--- src/sv/byte_level_utf8_transcoder_top_assert.svh ---
// ---------------------------------------------------------------------------
// byte_level_utf8_transcoder_top_assert.svh
// assertion macros shared by the queue and back-end modules
// ---------------------------------------------------------------------------
`ifndef BYTE_LEVEL_UTF8_TRANSCODER_TOP_ASSERT_SVH
`define BYTE_LEVEL_UTF8_TRANSCODER_TOP_ASSERT_SVH

// expr must never hold outside reset
`define BLUT_ASSERT_NEVER(lbl, expr, msg) \
  lbl: assert property (@(posedge clk) disable iff (!rst_n) !(expr)) else $error(msg);

// same-cycle implication
`define BLUT_ASSERT_IMPL(lbl, ante, cons, msg) \
  lbl: assert property (@(posedge clk) disable iff (!rst_n) (ante) |-> (cons)) \
    else $error(msg);

// next-cycle implication
`define BLUT_ASSERT_NEXT(lbl, ante, cons, msg) \
  lbl: assert property (@(posedge clk) disable iff (!rst_n) (ante) |=> (cons)) \
    else $error(msg);

`endif

--- src/sv/blut_pkg.sv ---
// ---------------------------------------------------------------------------
// blut_pkg
// types, constants and mapping functions of the byte-level utf-8 transcoder
// ---------------------------------------------------------------------------
package blut_pkg;

  localparam int QUEUE_DEPTH_DEF = 2;
  localparam int CFG_ADDR_W      = 2;
  localparam int CFG_DATA_W      = 32;

  localparam logic [CFG_ADDR_W-1:0] ADDR_DIRECTION = 2'd0;

  localparam logic DIR_ENCODE = 1'b0;  // raw bytes to byte-level utf-8
  localparam logic DIR_DECODE = 1'b1;  // byte-level utf-8 to raw bytes

  localparam logic [7:0] PRINT_LO_A = 8'd33;
  localparam logic [7:0] PRINT_HI_A = 8'd126;
  localparam logic [7:0] PRINT_LO_B = 8'd161;
  localparam logic [7:0] PRINT_HI_B = 8'd172;
  localparam logic [7:0] PRINT_LO_C = 8'd174;
  localparam logic [7:0] SOFT_HYPHEN = 8'd173;
  localparam logic [7:0] CTRL_HI    = 8'd32;
  localparam logic [7:0] HIGH_CTRL_HI = 8'd160;
  localparam logic [8:0] SHIFT_OFS  = 9'd256;
  localparam logic [8:0] HIGH_OFS   = 9'd162;
  localparam logic [8:0] HYPHEN_CP  = 9'd323;
  localparam logic [7:0] BAD_LEAD_CP = 8'h3F;

  localparam logic [20:0] CP_1B_LIM = 21'h80;
  localparam logic [20:0] CP_2B_LIM = 21'h800;
  localparam logic [20:0] CP_3B_LIM = 21'h10000;

  typedef struct packed {
    logic        mode;
    logic [20:0] cp;
    logic        text_end;
  } job_t;

  typedef struct packed {
    logic       wr;
    logic       dir;
  } cfg_wr_t;

  typedef struct packed {
    logic       hit;
    logic [7:0] raw;
  } raw_t;

  typedef struct packed {
    logic [1:0]      last_idx;
    logic [3:0][7:0] bytes;
  } utf8_t;

  function automatic logic [8:0] byte_to_cp(input logic [7:0] b);
    logic [8:0] cp;
    if ((b >= PRINT_LO_A && b <= PRINT_HI_A) || (b >= PRINT_LO_B && b <= PRINT_HI_B) ||
        b >= PRINT_LO_C) begin
      cp = {1'b0, b};
    end else if (b <= CTRL_HI) begin
      cp = SHIFT_OFS | {1'b0, b};
    end else if (b <= HIGH_CTRL_HI) begin
      cp = {1'b0, b} + HIGH_OFS;
    end else begin
      cp = HYPHEN_CP;
    end
    return cp;
  endfunction

  function automatic raw_t cp_to_byte(input logic [20:0] cp);
    raw_t  r;
    logic [8:0] lo;
    logic  small_cp;
    lo       = cp[8:0];
    small_cp = (cp[20:9] == '0);
    r.hit = 1'b0;
    r.raw = cp[7:0];
    if (small_cp) begin
      if (!lo[8] && ((lo[7:0] >= PRINT_LO_A && lo[7:0] <= PRINT_HI_A) ||
          (lo[7:0] >= PRINT_LO_B && lo[7:0] <= PRINT_HI_B) || lo[7:0] >= PRINT_LO_C)) begin
        r.hit = 1'b1;
      end else if (lo >= SHIFT_OFS && lo <= (SHIFT_OFS + 9'(CTRL_HI))) begin
        r.hit = 1'b1;  // low byte already equals cp - 256
      end else if (lo > (SHIFT_OFS + 9'(CTRL_HI)) && lo < HYPHEN_CP) begin
        r.hit = 1'b1;
        r.raw = 8'(lo - HIGH_OFS);
      end else if (lo == HYPHEN_CP) begin
        r.hit = 1'b1;
        r.raw = SOFT_HYPHEN;
      end
    end
    return r;
  endfunction

  function automatic utf8_t utf8_encode(input logic [20:0] cp);
    utf8_t u;
    u.bytes = '0;
    if (cp < CP_1B_LIM) begin
      u.last_idx = 2'd0;
      u.bytes[0] = cp[7:0];
    end else if (cp < CP_2B_LIM) begin
      u.last_idx = 2'd1;
      u.bytes[0] = {3'b110, cp[10:6]};
      u.bytes[1] = {2'b10, cp[5:0]};
    end else if (cp < CP_3B_LIM) begin
      u.last_idx = 2'd2;
      u.bytes[0] = {4'b1110, cp[15:12]};
      u.bytes[1] = {2'b10, cp[11:6]};
      u.bytes[2] = {2'b10, cp[5:0]};
    end else begin
      u.last_idx = 2'd3;
      u.bytes[0] = {5'b11110, cp[20:18]};
      u.bytes[1] = {2'b10, cp[17:12]};
      u.bytes[2] = {2'b10, cp[11:6]};
      u.bytes[3] = {2'b10, cp[5:0]};
    end
    return u;
  endfunction

endpackage

--- src/sv/blut_if.sv ---
// ---------------------------------------------------------------------------
// blut_if
// valid/ready stream interfaces for input bytes and output bytes
// ---------------------------------------------------------------------------
interface blut_in_if;
  logic       valid;
  logic       ready;
  logic [7:0] in_byte;
  logic       text_end;

  modport source (output valid, in_byte, text_end, input ready);
  modport sink   (input valid, in_byte, text_end, output ready);
endinterface

interface blut_out_if;
  logic       valid;
  logic       ready;
  logic [7:0] out_byte;
  logic       run_last;
  logic       text_done;

  modport source (output valid, out_byte, run_last, text_done, input ready);
  modport sink   (input valid, out_byte, run_last, text_done, output ready);
endinterface

--- src/sv/blut_front.sv ---
// ---------------------------------------------------------------------------
// blut_front
// accepts input bytes, tracks utf-8 decode state, hands code points to the queue
// ---------------------------------------------------------------------------
module blut_front import blut_pkg::*; (
  input  logic          clk,
  input  logic          rst_n,
  blut_in_if.sink       in_ch,
  input  cfg_wr_t       cfg,
  output logic          dir_o,
  input  logic          q_full,
  output logic          push,
  output job_t          push_job
);

  logic        dir_r;
  logic [20:0] partial_r, partial_nxt;
  logic [1:0]  pending_r, pending_nxt;
  logic [20:0] cp_dec;
  logic [1:0]  left;
  logic        accept;
  logic        hold;

  assign in_ch.ready = !q_full;
  assign accept      = in_ch.valid && in_ch.ready;
  assign dir_o       = dir_r;

  always_comb begin
    cp_dec = '0;
    left   = 2'd0;
    if (pending_r == 2'd0) begin
      priority if (!in_ch.in_byte[7]) begin
        cp_dec = {13'd0, in_ch.in_byte};
      end else if (in_ch.in_byte[7:5] == 3'b110) begin
        cp_dec = {16'd0, in_ch.in_byte[4:0]};
        left   = 2'd1;
      end else if (in_ch.in_byte[7:4] == 4'b1110) begin
        cp_dec = {17'd0, in_ch.in_byte[3:0]};
        left   = 2'd2;
      end else if (in_ch.in_byte[7:3] == 5'b11110) begin
        cp_dec = {18'd0, in_ch.in_byte[2:0]};
        left   = 2'd3;
      end else begin
        cp_dec = {13'd0, BAD_LEAD_CP};  // stray continuation or bad lead
      end
    end else begin
      // continuation top bits are not checked
      cp_dec = {partial_r[14:0], in_ch.in_byte[5:0]};
      left   = pending_r - 2'd1;
    end

    hold = (dir_r == DIR_DECODE) && (left != 2'd0) && !in_ch.text_end;
    push = accept && !hold;

    push_job.mode     = dir_r;
    push_job.text_end = in_ch.text_end;
    push_job.cp       = (dir_r == DIR_DECODE) ? cp_dec
                                              : {12'd0, byte_to_cp(in_ch.in_byte)};

    partial_nxt = partial_r;
    pending_nxt = pending_r;
    if (cfg.wr) begin
      partial_nxt = '0;
      pending_nxt = 2'd0;
    end else if (accept) begin
      partial_nxt = hold ? cp_dec : '0;
      pending_nxt = hold ? left : 2'd0;
    end
  end

  always_ff @(posedge clk) begin
    if (!rst_n) begin
      dir_r     <= DIR_ENCODE;
      partial_r <= '0;
      pending_r <= 2'd0;
    end else begin
      if (cfg.wr) begin
        dir_r <= cfg.dir;
      end
      partial_r <= partial_nxt;
      pending_r <= pending_nxt;
    end
  end

endmodule

--- src/sv/blut_queue.sv ---
// ---------------------------------------------------------------------------
// blut_queue
// short fifo of decoded jobs between front and back
// ---------------------------------------------------------------------------
module blut_queue import blut_pkg::*; #(
  parameter int DEPTH = QUEUE_DEPTH_DEF
) (
  input  logic clk,
  input  logic rst_n,
  input  logic push,
  input  job_t push_job,
  output logic full,
  input  logic pop,
  output logic empty,
  output job_t head
);

  localparam int PTR_W = (DEPTH > 1) ? $clog2(DEPTH) : 1;
  localparam int CNT_W = $clog2(DEPTH + 1);

  job_t             mem_r [DEPTH];
  logic [PTR_W-1:0] wr_ptr_r, wr_ptr_nxt;
  logic [PTR_W-1:0] rd_ptr_r, rd_ptr_nxt;
  logic [CNT_W-1:0] count_r, count_nxt;

  assign full  = (count_r == CNT_W'(DEPTH));
  assign empty = (count_r == '0);
  assign head  = mem_r[rd_ptr_r];

  always_comb begin
    wr_ptr_nxt = wr_ptr_r;
    rd_ptr_nxt = rd_ptr_r;
    count_nxt  = count_r;
    if (push) begin
      wr_ptr_nxt = (wr_ptr_r == PTR_W'(DEPTH - 1)) ? '0 : wr_ptr_r + PTR_W'(1);
    end
    if (pop) begin
      rd_ptr_nxt = (rd_ptr_r == PTR_W'(DEPTH - 1)) ? '0 : rd_ptr_r + PTR_W'(1);
    end
    if (push && !pop) begin
      count_nxt = count_r + CNT_W'(1);
    end else if (pop && !push) begin
      count_nxt = count_r - CNT_W'(1);
    end
  end

  always_ff @(posedge clk) begin
    if (!rst_n) begin
      wr_ptr_r <= '0;
      rd_ptr_r <= '0;
      count_r  <= '0;
    end else begin
      wr_ptr_r <= wr_ptr_nxt;
      rd_ptr_r <= rd_ptr_nxt;
      count_r  <= count_nxt;
    end
  end

  always_ff @(posedge clk) begin
    if (push) begin
      mem_r[wr_ptr_r] <= push_job;
    end
  end

`include "byte_level_utf8_transcoder_top_assert.svh"

  `BLUT_ASSERT_NEVER(a_q_no_overflow, push && full, "push into full queue")
  `BLUT_ASSERT_NEVER(a_q_no_underflow, pop && empty, "pop from empty queue")
  `BLUT_ASSERT_NEVER(a_q_count_range, count_r > CNT_W'(DEPTH), "queue count out of range")

endmodule

--- src/sv/blut_back.sv ---
// ---------------------------------------------------------------------------
// blut_back
// maps each queued code point to output bytes, one byte per cycle unless the output stalls
// ---------------------------------------------------------------------------
module blut_back import blut_pkg::*; (
  input  logic       clk,
  input  logic       rst_n,
  input  logic       q_empty,
  input  job_t       head,
  output logic       pop,
  blut_out_if.source out_ch
);

  logic [1:0] idx_r, idx_nxt;
  logic       out_valid_r;
  logic [7:0] out_byte_r;
  logic       run_last_r;
  logic       text_done_r;
  raw_t       raw;
  utf8_t      enc;
  utf8_t      plan;
  logic       emit;
  logic       last;

  assign out_ch.valid     = out_valid_r;
  assign out_ch.out_byte  = out_byte_r;
  assign out_ch.run_last  = run_last_r;
  assign out_ch.text_done = text_done_r;

  always_comb begin
    raw = cp_to_byte(head.cp);
    enc = utf8_encode(head.cp);
    if (head.mode == DIR_DECODE && raw.hit) begin
      plan.last_idx = 2'd0;
      plan.bytes    = {24'd0, raw.raw};
    end else begin
      plan = enc;
    end
    emit    = !q_empty && (!out_valid_r || out_ch.ready);
    last    = (idx_r == plan.last_idx);
    pop     = emit && last;
    idx_nxt = idx_r;
    if (emit) begin
      idx_nxt = last ? 2'd0 : idx_r + 2'd1;
    end
  end

  always_ff @(posedge clk) begin
    if (!rst_n) begin
      idx_r       <= 2'd0;
      out_valid_r <= 1'b0;
    end else begin
      idx_r <= idx_nxt;
      if (emit) begin
        out_valid_r <= 1'b1;
      end else if (out_ch.ready) begin
        out_valid_r <= 1'b0;
      end
    end
  end

  always_ff @(posedge clk) begin
    if (emit) begin
      out_byte_r  <= plan.bytes[idx_r];
      run_last_r  <= last;
      text_done_r <= last && head.text_end;
    end
  end

`include "byte_level_utf8_transcoder_top_assert.svh"

  `BLUT_ASSERT_IMPL(a_idx_in_run, !q_empty, idx_r <= plan.last_idx,
                    "byte index past end of run")
  `BLUT_ASSERT_IMPL(a_done_is_last, out_valid_r && text_done_r, run_last_r,
                    "text_done without run_last")
  `BLUT_ASSERT_NEXT(a_idx_steps, emit && !last, idx_r == $past(idx_r) + 2'd1,
                    "byte index did not advance")

endmodule

--- src/sv/byte_level_utf8_transcoder_top.sv ---
// ---------------------------------------------------------------------------
// byte_level_utf8_transcoder_top
// byte-level tokenizer alphabet transcoder, raw bytes <-> printable utf-8
// ---------------------------------------------------------------------------
// The input takes one byte per cycle while the job queue (QUEUE_DEPTH entries)
// has room. Each input byte yields 0 to 4 output bytes; the back end writes
// one output byte per cycle into the output register while the output is
// not stalled. Longer runs, two bytes in encode direction or up to four when
// decoding re-encodes an unmapped code point, fill the queue and hold off
// the input. Register direction (byte address 0, bit 0) selects the way;
// writing it clears any code point half decoded. The user must write it only
// while no item is in flight; the block itself does not enforce this.
module byte_level_utf8_transcoder_top import blut_pkg::*; #(
  parameter int QUEUE_DEPTH = QUEUE_DEPTH_DEF
) (
  input  logic                  clk,
  input  logic                  rst_n,
  blut_in_if.sink               in_ch,
  blut_out_if.source            out_ch,
  input  logic                  psel,
  input  logic                  penable,
  input  logic                  pwrite,
  input  logic [CFG_ADDR_W-1:0] paddr,
  input  logic [CFG_DATA_W-1:0] pwdata,
  output logic [CFG_DATA_W-1:0] prdata,
  output logic                  pready
);

  cfg_wr_t cfg;
  logic    dir;
  logic    push;
  job_t    push_job;
  logic    q_full;
  logic    q_empty;
  logic    pop;
  job_t    head;

  assign pready  = 1'b1;
  assign cfg.wr  = psel && penable && pwrite && pready && (paddr == ADDR_DIRECTION);
  assign cfg.dir = pwdata[0];
  assign prdata  = (paddr == ADDR_DIRECTION) ? {{(CFG_DATA_W-1){1'b0}}, dir} : '0;

  blut_front u_front (
    .clk      (clk),
    .rst_n    (rst_n),
    .in_ch    (in_ch),
    .cfg      (cfg),
    .dir_o    (dir),
    .q_full   (q_full),
    .push     (push),
    .push_job (push_job)
  );

  blut_queue #(
    .DEPTH (QUEUE_DEPTH)
  ) u_queue (
    .clk      (clk),
    .rst_n    (rst_n),
    .push     (push),
    .push_job (push_job),
    .full     (q_full),
    .pop      (pop),
    .empty    (q_empty),
    .head     (head)
  );

  blut_back u_back (
    .clk     (clk),
    .rst_n   (rst_n),
    .q_empty (q_empty),
    .head    (head),
    .pop     (pop),
    .out_ch  (out_ch)
  );

endmodule
--- src/flat_wrapper.sv ---
// flat-port wrapper written by rule: the top's interface ports become plain ports
module byte_level_utf8_transcoder_top_flat import blut_pkg::*;
#(
  parameter int QUEUE_DEPTH = QUEUE_DEPTH_DEF
)
  (clk, rst_n, psel, penable, pwrite, paddr, pwdata, prdata, pready, in_ch_valid, in_ch_in_byte, in_ch_text_end, in_ch_ready, out_ch_valid, out_ch_out_byte, out_ch_run_last, out_ch_text_done, out_ch_ready);
  blut_in_if in_ch_i ();
  blut_out_if out_ch_i ();
  input  logic clk;
  input  logic rst_n;
  input  logic psel;
  input  logic penable;
  input  logic pwrite;
  input  logic [CFG_ADDR_W-1:0] paddr;
  input  logic [CFG_DATA_W-1:0] pwdata;
  output logic [CFG_DATA_W-1:0] prdata;
  output logic pready;
  input wire logic [$bits(in_ch_i.valid)-1:0] in_ch_valid;
  input wire logic [$bits(in_ch_i.in_byte)-1:0] in_ch_in_byte;
  input wire logic [$bits(in_ch_i.text_end)-1:0] in_ch_text_end;
  output wire logic [$bits(in_ch_i.ready)-1:0] in_ch_ready;
  output wire logic [$bits(out_ch_i.valid)-1:0] out_ch_valid;
  output wire logic [$bits(out_ch_i.out_byte)-1:0] out_ch_out_byte;
  output wire logic [$bits(out_ch_i.run_last)-1:0] out_ch_run_last;
  output wire logic [$bits(out_ch_i.text_done)-1:0] out_ch_text_done;
  input wire logic [$bits(out_ch_i.ready)-1:0] out_ch_ready;
  assign in_ch_i.valid = in_ch_valid;
  assign in_ch_i.in_byte = in_ch_in_byte;
  assign in_ch_i.text_end = in_ch_text_end;
  assign in_ch_ready = in_ch_i.ready;
  assign out_ch_valid = out_ch_i.valid;
  assign out_ch_out_byte = out_ch_i.out_byte;
  assign out_ch_run_last = out_ch_i.run_last;
  assign out_ch_text_done = out_ch_i.text_done;
  assign out_ch_i.ready = out_ch_ready;
  byte_level_utf8_transcoder_top #(.QUEUE_DEPTH(QUEUE_DEPTH)) u_core (.clk(clk), .rst_n(rst_n), .in_ch(in_ch_i), .out_ch(out_ch_i), .psel(psel), .penable(penable), .pwrite(pwrite), .paddr(paddr), .pwdata(pwdata), .prdata(prdata), .pready(pready));
endmodule
--- config.mk ---
export PLATFORM = sky130hd
export DESIGN_NAME = byte_level_utf8_transcoder_top_flat
export DESIGN_NICKNAME = d
export VERILOG_FILES = /design/src/sv/blut_pkg.sv /design/src/sv/blut_if.sv /design/src/sv/blut_front.sv /design/src/sv/blut_queue.sv /design/src/sv/blut_back.sv /design/src/sv/byte_level_utf8_transcoder_top.sv /design/src/flat_wrapper.sv
export VERILOG_INCLUDE_DIRS = /design/src /design/src/sv
export SDC_FILE = /design/constraint.sdc
export NUM_CORES = 1
export LEC_CHECK = 0
export ABC_AREA = 1
export BUFFER_PORTS_ARGS = -buffer_cell sky130_fd_sc_hd__buf_2
export CAP_MARGIN = 20
export CORE_ASPECT_RATIO = 1.2
export CORE_MARGIN = 2
export CORE_UTILIZATION = 40
export DETAILED_ROUTE_END_ITERATION = 10
export SYNTH_ARGS = -nofsm -noshare
export SYNTH_HDL_FRONTEND = slang
export SYNTH_SLANG_ARGS = --single-unit
export TNS_END_PERCENT = 20
--- constraint.sdc ---
create_clock -name clk -period 3.3 [get_ports clk]
set_input_delay 0.66 -clock clk [delete_from_list [all_inputs] [get_ports clk]]
set_output_delay 0.66 -clock clk [all_outputs]
set_load 0.02 [all_outputs]
==> summary.md <==
The tools report the final antenna-violating net count as 0. The run gives 0 as the number of antenna violations at the first check in global routing. The post-synthesis xor/xnor area fraction came out at 0.3308%.

The average size of a mapped cell was 7.903 µm². The cell sitting at the root of the clock tree is a sky130_fd_sc_hd__clkbuf_16. The library cell used most frequently in the layout, excluding fill and tap cells, is sky130_fd_sc_hd__nand2_1. The critical path goes through clkbuf_16 -> o21ai_2 -> nand2_1 -> nor2_4 -> nand2_4 -> inv_2 -> nand3_4 -> inv_2 -> nand3_4 -> nand3_1 -> nand4_4 -> ha_4 -> a21oi_1 -> o21ai_0 -> o21ai_0 -> a21oi_1. Broken down by cell family, the worst path's largest delay share belongs to simple AND/OR/NAND/NOR gates. The fraction of the mapped netlist area in compound gates is 16.14%. For this run, design rule violations remaining after detail routing come to 0. STA puts the critical path data arrival time at 3270 ps.

The average vias per placed instance came out at 5.032. For the fill cell instance count of the final layout, the log shows 1340. The run gives 0 as the count of synthesis-stage warnings from yosys.

The clock tree synthesis step divided the H-tree into 3 levels. The repair_antennas step left the layout with diodes totalling 0. After the first detailed-routing iteration, the DRC count stood at 248. The first global-routing pass estimated 20560 µm of wire.

From synthesis to final layout, the design area changed by 10.78%. The routability-driven placement congestion ratio was 0.9305; the gate count after technology mapping was 670. The power per unit of standard cell area was 507.4 mW/mm²; the adder and majority gate portion of the synthesized area was 1.654%. Total routing usage reported by global routing: 18.73%. Largest family of logic cells by synthesized area: simple AND/OR/NAND/NOR gates. The worst setup path is of the flip-flop to flip-flop kind.

For this design, the slowest cell found on the critical path is sky130_fd_sc_hd__dfxtp_2. The routed length per placed instance is 14.79 µm. The pre-antenna-repair detailed-routing pass consisted of 5 iterations. The fraction of final layout cells with drive strength greater than 1 was 17.51%; the number of vias after detailed routing was 4408.

Summing the sequential cell areas from Yosys gives 41.59% of the chip area. The die area was 0.01418 mm²; the clock buffer count from CTS was 9. The placed wire-length estimate after detailed placement was 9562 µm; the standby leakage power was 2.485 nW.

The max-slew violation count was 0; the clock edge transition at the registers on the reported setup and hold paths was 60 ps. STA puts the critical path data required time at 3520 ps. After synthesis, the share of cell area in mux cells is 0.3781%.

At the later pin of the worst-skew pair, clock insertion delay measures 340 ps. The largest clock skew in the final design came out at 9.858 ps. Longest individual stage delay on the worst path: 350 ps.

Adding up every negative setup slack in the final design gives 0 ps. Together, buffers and inverters on the worst path number 3. The number of port buffers was 31; the number of buffers on the longest clock path was 2. Of all flip-flops after synthesis, the portion carrying an async set or reset was 0%.

The final critical-path required period is 3047 ps, and the count of nets after finishing is 760. The via count of the first global-routing pass is 4157, and the number of stages on the worst setup path is 16. Of the total synthesized cell area, the portion taken by AND, OR, NAND and NOR gates is 26.82%.

After synthesis the netlist holds a flip-flop and latch count of 82. Summing all multi-input logic gate instances after layout gives 0.002552 mm². The run gives 0 as the final hold violation count. Across the whole layout, storage elements account for 0.002203 mm². The tool flagged a number of max-cap violations equal to 0. The run finished with clean final reports.

Headroom to the max-slew limit came out at 53.39%. The total wire length after detailed routing is 12960 µm, and the area inside the core boundary is 0.01307 mm². Setup repair after global routing left no endpoint under its margin.

Worst hold path class: flip-flop to flip-flop. The number of core rows is 46. The number of different library cells used by synthesis comes to 51.

In the layout the commonest cells are sky130_fd_sc_hd__nand2_1 (140), sky130_fd_sc_hd__nor2_1 (74), sky130_fd_sc_hd__inv_1 (72). The initial core utilization was 40.53%. The clock net in this run drives a total of 82 sinks. The logs give 0 for the number of endpoints failing setup at the final stage and 44.90% for the final cell utilization of the core. Among all flip-flop cells after synthesis, the most frequent one is sky130_fd_sc_hd__edfxtp_1. The worst setup path is launched from a flip-flop.

The final critical path takes up 92.33% of the cycle. Along the worst path, the maximum fanout reaches 18. The number of placed I/O pins came out at 95.

The fmax was 328.2 MHz. Measured along the x axis, the die boundary spans 109.0 µm. STA classifies the critical path endpoint as a flip-flop. The synthesized design contains 56 enable-type register cells. The tools report the worst vdd rail ir drop as 291.9 µV. Entering global routing, the biggest net connects 38 pins.

At the pin with the least slew margin, the transition time is 698.4 ps. In this run the vertical extent of the chip is 130.0 µm. The number of buffers inserted by hold repair at cts was 0.

Summed over all layers, the global routing overflow is 0. In this run the cell area of the synthesized design comes to 0.005295 mm². Counting cells, the worst reg-to-reg path comes to 16. Along the worst hold path, the cell count comes to 2.

TritonCTS built the clock tree.
## worst paths after layout
| kind | from | slack, ps | endpoint |
|---|---|---|---|
| setup / recovery | flip-flop | 250 | u_core.u_queue.count_r[1]$_SDFFE_PN0P_ |
| hold reg to reg | u_core.u_front.partial_r[5]$_SDFFE_PP0P_ | 490 | u_core.u_front.partial_r[5]$_SDFFE_PP0P_ |
| hold / removal | u_core.u_front.partial_r[5]$_SDFFE_PP0P_ | 490 | u_core.u_front.partial_r[5]$_SDFFE_PP0P_ |
| setup reg to reg | flip-flop | 250 | u_core.u_queue.count_r[1]$_SDFFE_PN0P_ |
## per-layer routing
| layer | up-vias | routed length (µm) | GRT usage [%] |
|---|---|---|---|
| met5 | - | 0 | 0 |
| met4 | 0 | 199 | 6.787 |
| met3 | 16 | 409 | 2.847 |
| met2 | 92 | 6664 | 32.66 |
| met1 | 2058 | 5681 | 23.36 |
| li1 | 2242 | - | - |
## where the power goes
part / switching (mW) / total, mW / internal (mW) / leakage (nW)
registers: 0.0382 / 1.25 / 1.21 / 0.753
logic: 0.527 / 0.738 / 0.211 / 1.59
clock network: 0.403 / 0.990 / 0.587 / 0.139
total: 0.968 / 2.98 / 2.01 / 2.48
## synthesized netlist by cell type, types with 4 or more instances
master,number,area (µm²)
sky130_fd_sc_hd__nand2_4,7,78.83
sky130_fd_sc_hd__nor2_1,76,285.3
sky130_fd_sc_hd__nand4_1,7,43.79
sky130_fd_sc_hd__a211oi_1,10,75.07
sky130_fd_sc_hd__buf_4,34,255.2
sky130_fd_sc_hd__nor2_2,6,37.54
sky130_fd_sc_hd__o22ai_1,4,25.02
sky130_fd_sc_hd__nand2_2,19,118.9
sky130_fd_sc_hd__o21ai_1,11,55.05
sky130_fd_sc_hd__inv_2,7,26.28
sky130_fd_sc_hd__o21ai_2,5,43.79
sky130_fd_sc_hd__clkbuf_1,9,33.78
sky130_fd_sc_hd__edfxtp_1,56,1682
sky130_fd_sc_hd__a31oi_1,6,37.54
sky130_fd_sc_hd__nand3_1,23,115.1
sky130_fd_sc_hd__nor3_1,9,45.04
sky130_fd_sc_hd__ha_1,7,87.58
sky130_fd_sc_hd__o211ai_1,5,37.54
sky130_fd_sc_hd__nor2_4,5,56.30
sky130_fd_sc_hd__dfxtp_1,26,520.5
sky130_fd_sc_hd__a21oi_1,33,165.2
sky130_fd_sc_hd__o21ai_0,43,215.2
sky130_fd_sc_hd__inv_1,72,270.3
sky130_fd_sc_hd__nand2_1,141,529.3
## registers in the layout, summed over array words and instances (netlist names), 2 cells and up, named ones only
name / flops
u_core.u_queue.mem_r: 46
u_core.u_front.partial_r: 15
u_core.u_back.out_ch.out_byte: 8
u_core.u_back.idx_r: 2
u_core.u_front.pending_r: 2
u_core.u_queue.count_r: 2
## per-stage QoR
step	hold WS (ps)	cell area (µm²)	cells	power [mW]	setup WS (ps)
6_report	489.6	5866	876	2.976	253.1
5_1_grt	519.9	5866	876	3.129	10.65
4_1_cts	489.3	5812	875	2.979	98.08
3_5_place_dp	477.1	5515	859	1.993	126.3
3_3_place_gp	473.8	5515	859	1.983	228.0
2_1_floorplan	423.7	5408	700	1.819	151.0
## worst reg2reg max path: stages, from the launching register on
cell and delay [ps]:
sky130_fd_sc_hd__dfxtp_2 350, sky130_fd_sc_hd__clkbuf_16 200, sky130_fd_sc_hd__o21ai_2 220, sky130_fd_sc_hd__nand2_1 130, sky130_fd_sc_hd__nor2_4 110, sky130_fd_sc_hd__nand2_4 120, sky130_fd_sc_hd__inv_2 220, sky130_fd_sc_hd__nand3_4 180
sky130_fd_sc_hd__inv_2 180, sky130_fd_sc_hd__nand3_4 150, sky130_fd_sc_hd__nand3_1 150, sky130_fd_sc_hd__nand4_4 170, sky130_fd_sc_hd__ha_4 290, sky130_fd_sc_hd__a21oi_1 100, sky130_fd_sc_hd__o21ai_0 120, sky130_fd_sc_hd__o21ai_0 170
sky130_fd_sc_hd__a21oi_1 60
## cell type report
class	instances	area share, %
Multi-Input combinational cell	484	43.52
Timing Repair Buffer	42	4.778
Sequential cell	82	37.56
Tap cell	168	3.584
Clock inverter	6	1.152
Inverter	84	5.503
Clock buffer	10	3.904
## cells by family after synthesis
kind of cell,after synthesis
compound gates,138
xor+xnor,2
fa+ha+maj,7
buf+inv,134
flops,82
mux,2
other cells,2
simple gates,303
## timing repair
| action | 4_1_cts | 5_1_grt |
|---|---|---|
| hold endpoints to repair | 0 | 0 |
| setup endpoints to repair | 0 | 1 |
| setup buffers | 0 | 0 |
| gates resized for setup | 0 | 5 |
No activity file was read; power rests on OpenSTA's default activity.
